<file path="config.mk">
export PLATFORM = sky130hd
export DESIGN_NAME = mos_front
export DESIGN_NICKNAME = d
export VERILOG_FILES = /design/src/rtl/core/mos_pkg.sv /design/src/rtl/core/mos_front.sv
export SDC_FILE = /design/constraint.sdc
export NUM_CORES = 1
export LEC_CHECK = 0
export BUFFER_PORTS_ARGS = -buffer_cell sky130_fd_sc_hd__clkbuf_2
export CAP_MARGIN = 40
export CORE_UTILIZATION = 60
export CTS_BUF_LIST = sky130_fd_sc_hd__clkbuf_4 sky130_fd_sc_hd__clkbuf_8 sky130_fd_sc_hd__clkbuf_16
export DETAILED_ROUTE_END_ITERATION = 10
export PLACE_DENSITY_LB_ADDON = 0.08
export SETUP_SLACK_MARGIN = 0.02
export SYNTH_ARGS = -nofsm -noshare
export SYNTH_HDL_FRONTEND = slang
export SYNTH_SLANG_ARGS = --single-unit
</file>
<file path="constraint.sdc">
create_clock -name clk -period 4.5 [get_ports clk]
set_clock_uncertainty 0.2 [all_clocks]
set_input_delay 0.45 -clock clk [delete_from_list [all_inputs] [get_ports clk]]
set_output_delay 0.45 -clock clk [all_outputs]
set_load 0.005 [all_outputs]
</file>
<file path="src/rtl/core/mos_pkg.sv">
// Shared types and constants for the median of two sorted lists block.
// Used by the front, back and top-level modules; depends on nothing else.
package mos_pkg;

	localparam int VALUE_W  = 32;
	localparam int MEDIAN_W = 33;
	localparam int MODE_W   = 2;
	localparam int STATUS_W = 2;

	// Item mode codes on the input channel.
	localparam logic [MODE_W-1:0] MODE_APPEND_A = 2'd0;
	localparam logic [MODE_W-1:0] MODE_APPEND_B = 2'd1;
	localparam logic [MODE_W-1:0] MODE_FINISH   = 2'd2;

	// Status codes on the result channel.
	localparam logic [STATUS_W-1:0] STATUS_OK       = 2'd0;
	localparam logic [STATUS_W-1:0] STATUS_EMPTY    = 2'd1;
	localparam logic [STATUS_W-1:0] STATUS_OVERFLOW = 2'd2;

	// Command queue between the front and the back.
	localparam int                QUEUE_DEPTH = 4;
	localparam int                QUEUE_AW    = 2;
	localparam logic [QUEUE_AW:0] QUEUE_FULL  = 3'd4;

	typedef enum logic [1:0] {
		CMD_APPEND_A,
		CMD_APPEND_B,
		CMD_FINISH
	} cmd_kind_t;

	typedef struct packed {
		cmd_kind_t                  kind;
		logic signed [VALUE_W-1:0]  value;
	} cmd_t;

endpackage

</file>
<file path="src/rtl/core/mos_front.sv">
// Front end: accepts input items, decodes the mode and queues commands.
// Depends on mos_pkg for the command type and the mode codes.
module mos_front
	import mos_pkg::*;
(
	input  logic                       clk,
	input  logic                       arst_n,
	input  logic                       in_valid,
	output logic                       in_stall,
	input  logic [MODE_W-1:0]          mode,
	input  logic signed [VALUE_W-1:0]  value,
	output logic                       q_valid,
	output cmd_t                       q_cmd,
	input  logic                       q_pop
);

	cmd_t                entry_q [QUEUE_DEPTH];
	logic [QUEUE_AW:0]   fill_q;
	logic [QUEUE_AW-1:0] wr_ptr_q;
	logic [QUEUE_AW-1:0] rd_ptr_q;
	logic                accept;
	logic                push;
	logic                pop;
	cmd_t                new_cmd;

	assign in_stall = (fill_q == QUEUE_FULL);
	assign accept   = in_valid && !in_stall;
	assign q_valid  = (fill_q != '0);
	assign q_cmd    = entry_q[rd_ptr_q];
	assign pop      = q_pop && q_valid;

	// Classify the item; an unused mode code is dropped here.
	always_comb begin
		new_cmd.value = value;
		new_cmd.kind  = CMD_FINISH;
		push          = accept;
		case (mode)
			MODE_APPEND_A: new_cmd.kind = CMD_APPEND_A;
			MODE_APPEND_B: new_cmd.kind = CMD_APPEND_B;
			MODE_FINISH:   new_cmd.kind = CMD_FINISH;
			default:       push = 1'b0;
		endcase
	end

	// Queue storage.
	always_ff @(posedge clk) begin
		if (push) begin
			entry_q[wr_ptr_q] <= new_cmd;
		end
	end

	// Queue pointers and fill level.
	always_ff @(posedge clk or negedge arst_n) begin
		if (!arst_n) begin
			fill_q   <= '0;
			wr_ptr_q <= '0;
			rd_ptr_q <= '0;
		end else begin
			if (push) begin
				wr_ptr_q <= wr_ptr_q + 1'b1;
			end
			if (pop) begin
				rd_ptr_q <= rd_ptr_q + 1'b1;
			end
			if (push && !pop) begin
				fill_q <= fill_q + 1'b1;
			end else if (pop && !push) begin
				fill_q <= fill_q - 1'b1;
			end
		end
	end

endmodule

</file>
[Word level (Yosys, flattened, before mapping)]
Memories as Yosys holds them, arrays and structs flattened.
Cells that the tools add are included.
Operators by class
  $add $sub $neg: 4
  reductions and logical operators: 11
  mux-type cells: 6
  eq/ne operators: 3
Operators with widths (count)
  $mux 3: 2
  $add 2x1->2 const B: 2
  $logic_and 1x1->1: 4
  $pmux 2 s2: 1
  $add 3x1->3 const B: 1
  $eq 3x3->1 const B: 1
  $logic_not 1->1: 3
  $mux 1: 3
  $reduce_bool 3->1: 1
  $reduce_or 3->1: 1
  $sub 3x1->3 const B: 1
  $eq 2x1->1 const B: 1
  $eq 2x2->1 const B: 1
  $logic_not 2->1: 1
  $reduce_bool 2->1: 1
Storage, ports and cells
  bits in registers: 7
  logic and storage cells: 28
  memory bits (writable): 136
  memories: 1
Memories
  entry_q: words 4, width 34, rd ports 1, clocked after memory_dff 0, write ports 1, RTL line mos_front.sv:17  | cmd_t entry_q [QUEUE_DEPTH];

[Logic depth before layout (Yosys ltp)]
  depth in word-level cells: 8
  depth in mapped cells: 8
  gate-level depth less buffers: 8

[Worst setup path after synthesis]
OpenSTA, ideal clock, no wires.
  kind: reg2reg
  start: register fill_q[2]
  end: memory entry_q[0][0] (netlist name), enable pin
  clock period less this slack: 2.317 ns
  arrival: 1.723 ns
  buffers on the path: 0
  cell stages (with the launch flop): 4
  slack: 2.183 ns
  required time: 3.906 ns
  cells stage by stage: dfrtp_1 > nor3b_2 > a211oi_4 > and2_1
Between the ends
  cells in the longest elaborated chain, start to end: 6
RTL lines
  start: declaration: RTL line mos_front.sv:18  | logic [QUEUE_AW:0] fill_q;
  start signal: assignment: RTL line mos_front.sv:66  | fill_q <= fill_q + 1'b1;
  start signal: assignment: RTL line mos_front.sv:68  | fill_q <= fill_q - 1'b1;
  $eq 3x3->1: RTL line mos_front.sv:26  | assign in_stall = (fill_q == QUEUE_FULL);
  net in_stall: RTL line mos_front.sv:9  | output logic in_stall,
  $logic_not 1->1: RTL line mos_front.sv:27  | assign accept = in_valid && !in_stall;
  $logic_and 1x1->1: RTL line mos_front.sv:27
  $mux 1: RTL line mos_front.sv:37  | case (mode)
  net push: RTL line mos_front.sv:22  | logic push;
  $mux 1: RTL line mos_front.sv:47  | if (push) begin
  $mux 1 (implied by the code): RTL line mos_front.sv:48  | entry_q[wr_ptr_q] <= new_cmd;
  end: declaration: RTL line mos_front.sv:17
The timed path passes the listed nets, and every way through them passes these cells.

==> run_results.csv <==
group,metric,value,unit
detailed_routing,dr_total_vias,2530,
pwr,p_per_area,616,mW/mm^2
detailed_routing,ant_nets,0,
pwr,power,4.21,mW
floorplan,fp-row-count,34,
worst_setup_path,worstSetupEndpointType,"output pin",
worst_setup_path,path_cells,"buf_4 > mux4_2 > clkbuf_2",
timing,maxSlewViolCount,0,
pwr,ir_drop,0.410,mV
logic_synthesis,ys_seq_area_share,78.9,%
cells_and_area,multi_input_area,0.00104,sq mm
logic_synthesis,synth_ff_type,"edfxtp_1",
logic_synthesis,synthTopCellsByCount,"edfxtp_1 (136), mux4_2 (28), dfrtp_1 (7)",
floorplan,dieArea,0.00939,sq mm
logic_synthesis,async_reset_ff_share,4.90,%
timing,timing.final.setup_violations,0,
pwr,power_frac_seq,44.4,%
worst_setup_path,startpoint_type,"flip-flop",
logic_synthesis,synth_edf_count,136,
cells_and_area,nets,381,
min_path,min_path_cells,1,
worst_setup_path,critPathKind,"reg2out",
global_routing,gr-total-overflow,0,
floorplan,pin_count,74,
placement,dp_hpwl,5110,microns
logic_synthesis,synth_warnings,0,
worst_setup_path,cp_data_required_time,3.85,ns
floorplan,core,0.00872,sq mm
cells_and_area,diodes,0,
worst_setup_path,r2r_cells,8,
timing,finalCriticalPeriod,2.85,ns
global_routing,track_usage,20.6,%
logic_synthesis,syn_nets,259,
timing,fmax,0.350,GHz
global_routing,grt_pass1_vias,2786,
logic_synthesis,synthDistinctLibCells,23,
worst_setup_path,cp_slowest_cell,"dfrtp_2",
pwr,p_sw,1.13,mW
cts,clock_latency,0.51,ns
floorplan,initial_core_util,61.9,%
logic_synthesis,synth_area,0.00540,sq mm
pwr,clkPwrFrac,31.5,%
detailed_routing,drt-total-wl,8840,microns
min_path,hold_path.class,"in2reg",
timing,worst_slew_pin_slew,0.869,ns
cells_and_area,seq_area,0.00426,sq mm
cells_and_area,nFillCells,447,
floorplan,die_x,96.9,microns
floorplan,die_y,96.9,microns
global_routing,grt_max_degree,36,
cts,post_cts_buffers,0,
cells_and_area,syn2layout_area_growth,26.7,%
cts,clockBufferDepth,2,
pwr,p_int,3.09,mW
cts,cts_sinks,143,
detailed_routing,drt_iter0_drc,142,
timing,finalHoldViolCount,0,
cells_and_area,drive_above_1_share,42.0,%
pwr,p_leak,2.45,nW
global_routing,antenna_found_initial,0,
placement,gp_congestion,0.743,
cts,htree_levels,4,
cts,ctsRootBufferMaster,"clkbuf_8",
worst_setup_path,r2r_setup_slack,2.17,ns
pwr,swShare,26.8,%
placement,place.port_buffers,73,
logic_synthesis,ys_ff_latch,143,
cts,clk_pin_slew,0.06,ns
cts,cts_tree,"done",
job,maxCapViolations,0,
worst_setup_path,cp.arrival,2.20,ns
timing,rsz0062_at_grt,"false",
timing,slew_headroom,42.1,%
detailed_routing,wire_per_inst,19.3,microns
logic_synthesis,syn_area_per_cell,25.1,sq um
status,outcome,"finished, final reports clean",
worst_setup_path,critPathMaxFanout,14,
logic_synthesis,yosysMostFrequentCell,"edfxtp_1",
logic_synthesis,syn_inst,215,
logic_synthesis,synth_top_area_cell,"edfxtp_1",
pwr,comb_power_share,24.1,%
detailed_routing,dr.pass1.iters,4,
worst_setup_path,cpPeakStageDelay,0.68,ns
logic_synthesis,synth_area_leaders,"edfxtp_1 (76%), mux4_2 (12%), dfrtp_1 (3.2%), mux4_1 (2.9%), ha_1 (1.2%)",
detailed_routing,drc,0,
logic_synthesis,yosysTopAreaCellShare,75.6,%
detailed_routing,vias_per_cell,5.52,
timing,tns,0,ns
timing,finalCritPeriodShare,63.4,%
global_routing,grt_pass1_wl,14000,microns
cts,cts_buffers,17,
[flip-flops by register name, summed over array words and instances (netlist names)]
| signal | cells |
|---|---|
| entry_q | 136 |
| fill_q | 3 |
| rd_ptr_q | 2 |
| wr_ptr_q | 2 |
[through the flow]
| stage | std cells | utilization [%] | setup slack, ns | hold slack (ns) | instance area [sq um] |
|---|---|---|---|---|---|
| final | 458 | 78.5 | 1.65 | 0.0355 | 6840 |
| after global routing | 458 | 78.5 | 1.52 | 0.0337 | 6840 |
| after CTS | 458 | 78.5 | 1.58 | 0.0201 | 6840 |
| after detailed placement | 393 | 68.1 | 2.10 | 0.106 | 5940 |
| after global placement | 388 | 66.8 | 1.86 | 0.0984 | 5820 |
| after floorplan | 215 | - | 2.18 | -0.0456 | 5400 |
[critical path: cells and delay by family (launching register included)]
family   cells  cell delay [ns]
flops        1             0.68
buf+inv      2             0.47
mux          1             0.54
[final cells by class]
type | instances | share of cell area [%]
Clock inverter | 15 | 2.34
Sequential cell | 143 | 62.3
Tap cell | 108 | 1.98
Multi-Input combinational cell | 59 | 15.2
Inverter | 4 | 0.219
Clock buffer | 17 | 6.05
Timing Repair Buffer | 112 | 12.0
[placed cells by master, fill, tap and decap left out, types with 2 or more instances in the layout]
master / instances
inv_1: 4
xnor2_1: 4
clkinv_4: 4
ha_1: 5
dfrtp_1: 5
dlygate4sd3_1: 33
dfrtp_2: 2
buf_12: 3
clkbuf_16: 16
mux4_1: 6
bufinv_16: 2
clkinvlp_4: 3
and2_2: 4
clkinv_1: 2
edfxtp_1: 136
mux4_2: 28
clkbuf_2: 73
xor2_1: 2
buf_16: 2
inv_6: 4
[path summary, 6_finish.rpt]
path,start,end
min,mode[1],entry_q[1][33]
max,rd_ptr_q[0],q_cmd[3]
min reg2reg,fill_q[2],fill_q[2]
max reg2reg,fill_q[1],fill_q[2]
max in group asynchronous,arst_n,rd_ptr_q[0]
min in group asynchronous,arst_n,fill_q[2]
[logic make-up (layout without fill, tap and decap cells)]
| kind of cell | Yosys count | in the layout | share of synthesized area [%] |
|---|---|---|---|
| flops | 143 | 143 | 78.9 |
| mux | 36 | 36 | 15.1 |
| buf+inv | 13 | 148 | 2.04 |
| simple gates | 10 | 10 | 1.16 |
| fa+ha+maj | 6 | 6 | 1.53 |
| xor+xnor | 6 | 6 | 0.973 |
| compound gates | 1 | 1 | 0.371 |
[timing repair]
action                    in CTS  in global routing
hold buffers                  33                  0
gates resized for setup        0                  0
hold endpoints to repair     135                  0
[layer usage]
| layer | vias to the layer above | global-route usage, % | routed length, microns |
|---|---|---|---|
| met3 | 11 | 4.91 | 308 |
| met1 | 1294 | 25.7 | 3800 |
| met4 | 0 | 9.30 | 135 |
| li1 | 1157 | - | - |
| met5 | - | 0 | 0 |
| met2 | 68 | 34.7 | 4600 |
[power by group through the flow]
stage	Clock [mW]	Combinational, mW	Sequential (mW)
after floorplan	0	0.752	1.78
after global placement	0	0.886	1.93
after detailed placement	0	1.00	1.90
after CTS	1.35	1.03	1.88
after global routing	1.40	1.09	1.90
final	1.33	1.01	1.87
Power figures use the tool's default switching activity.
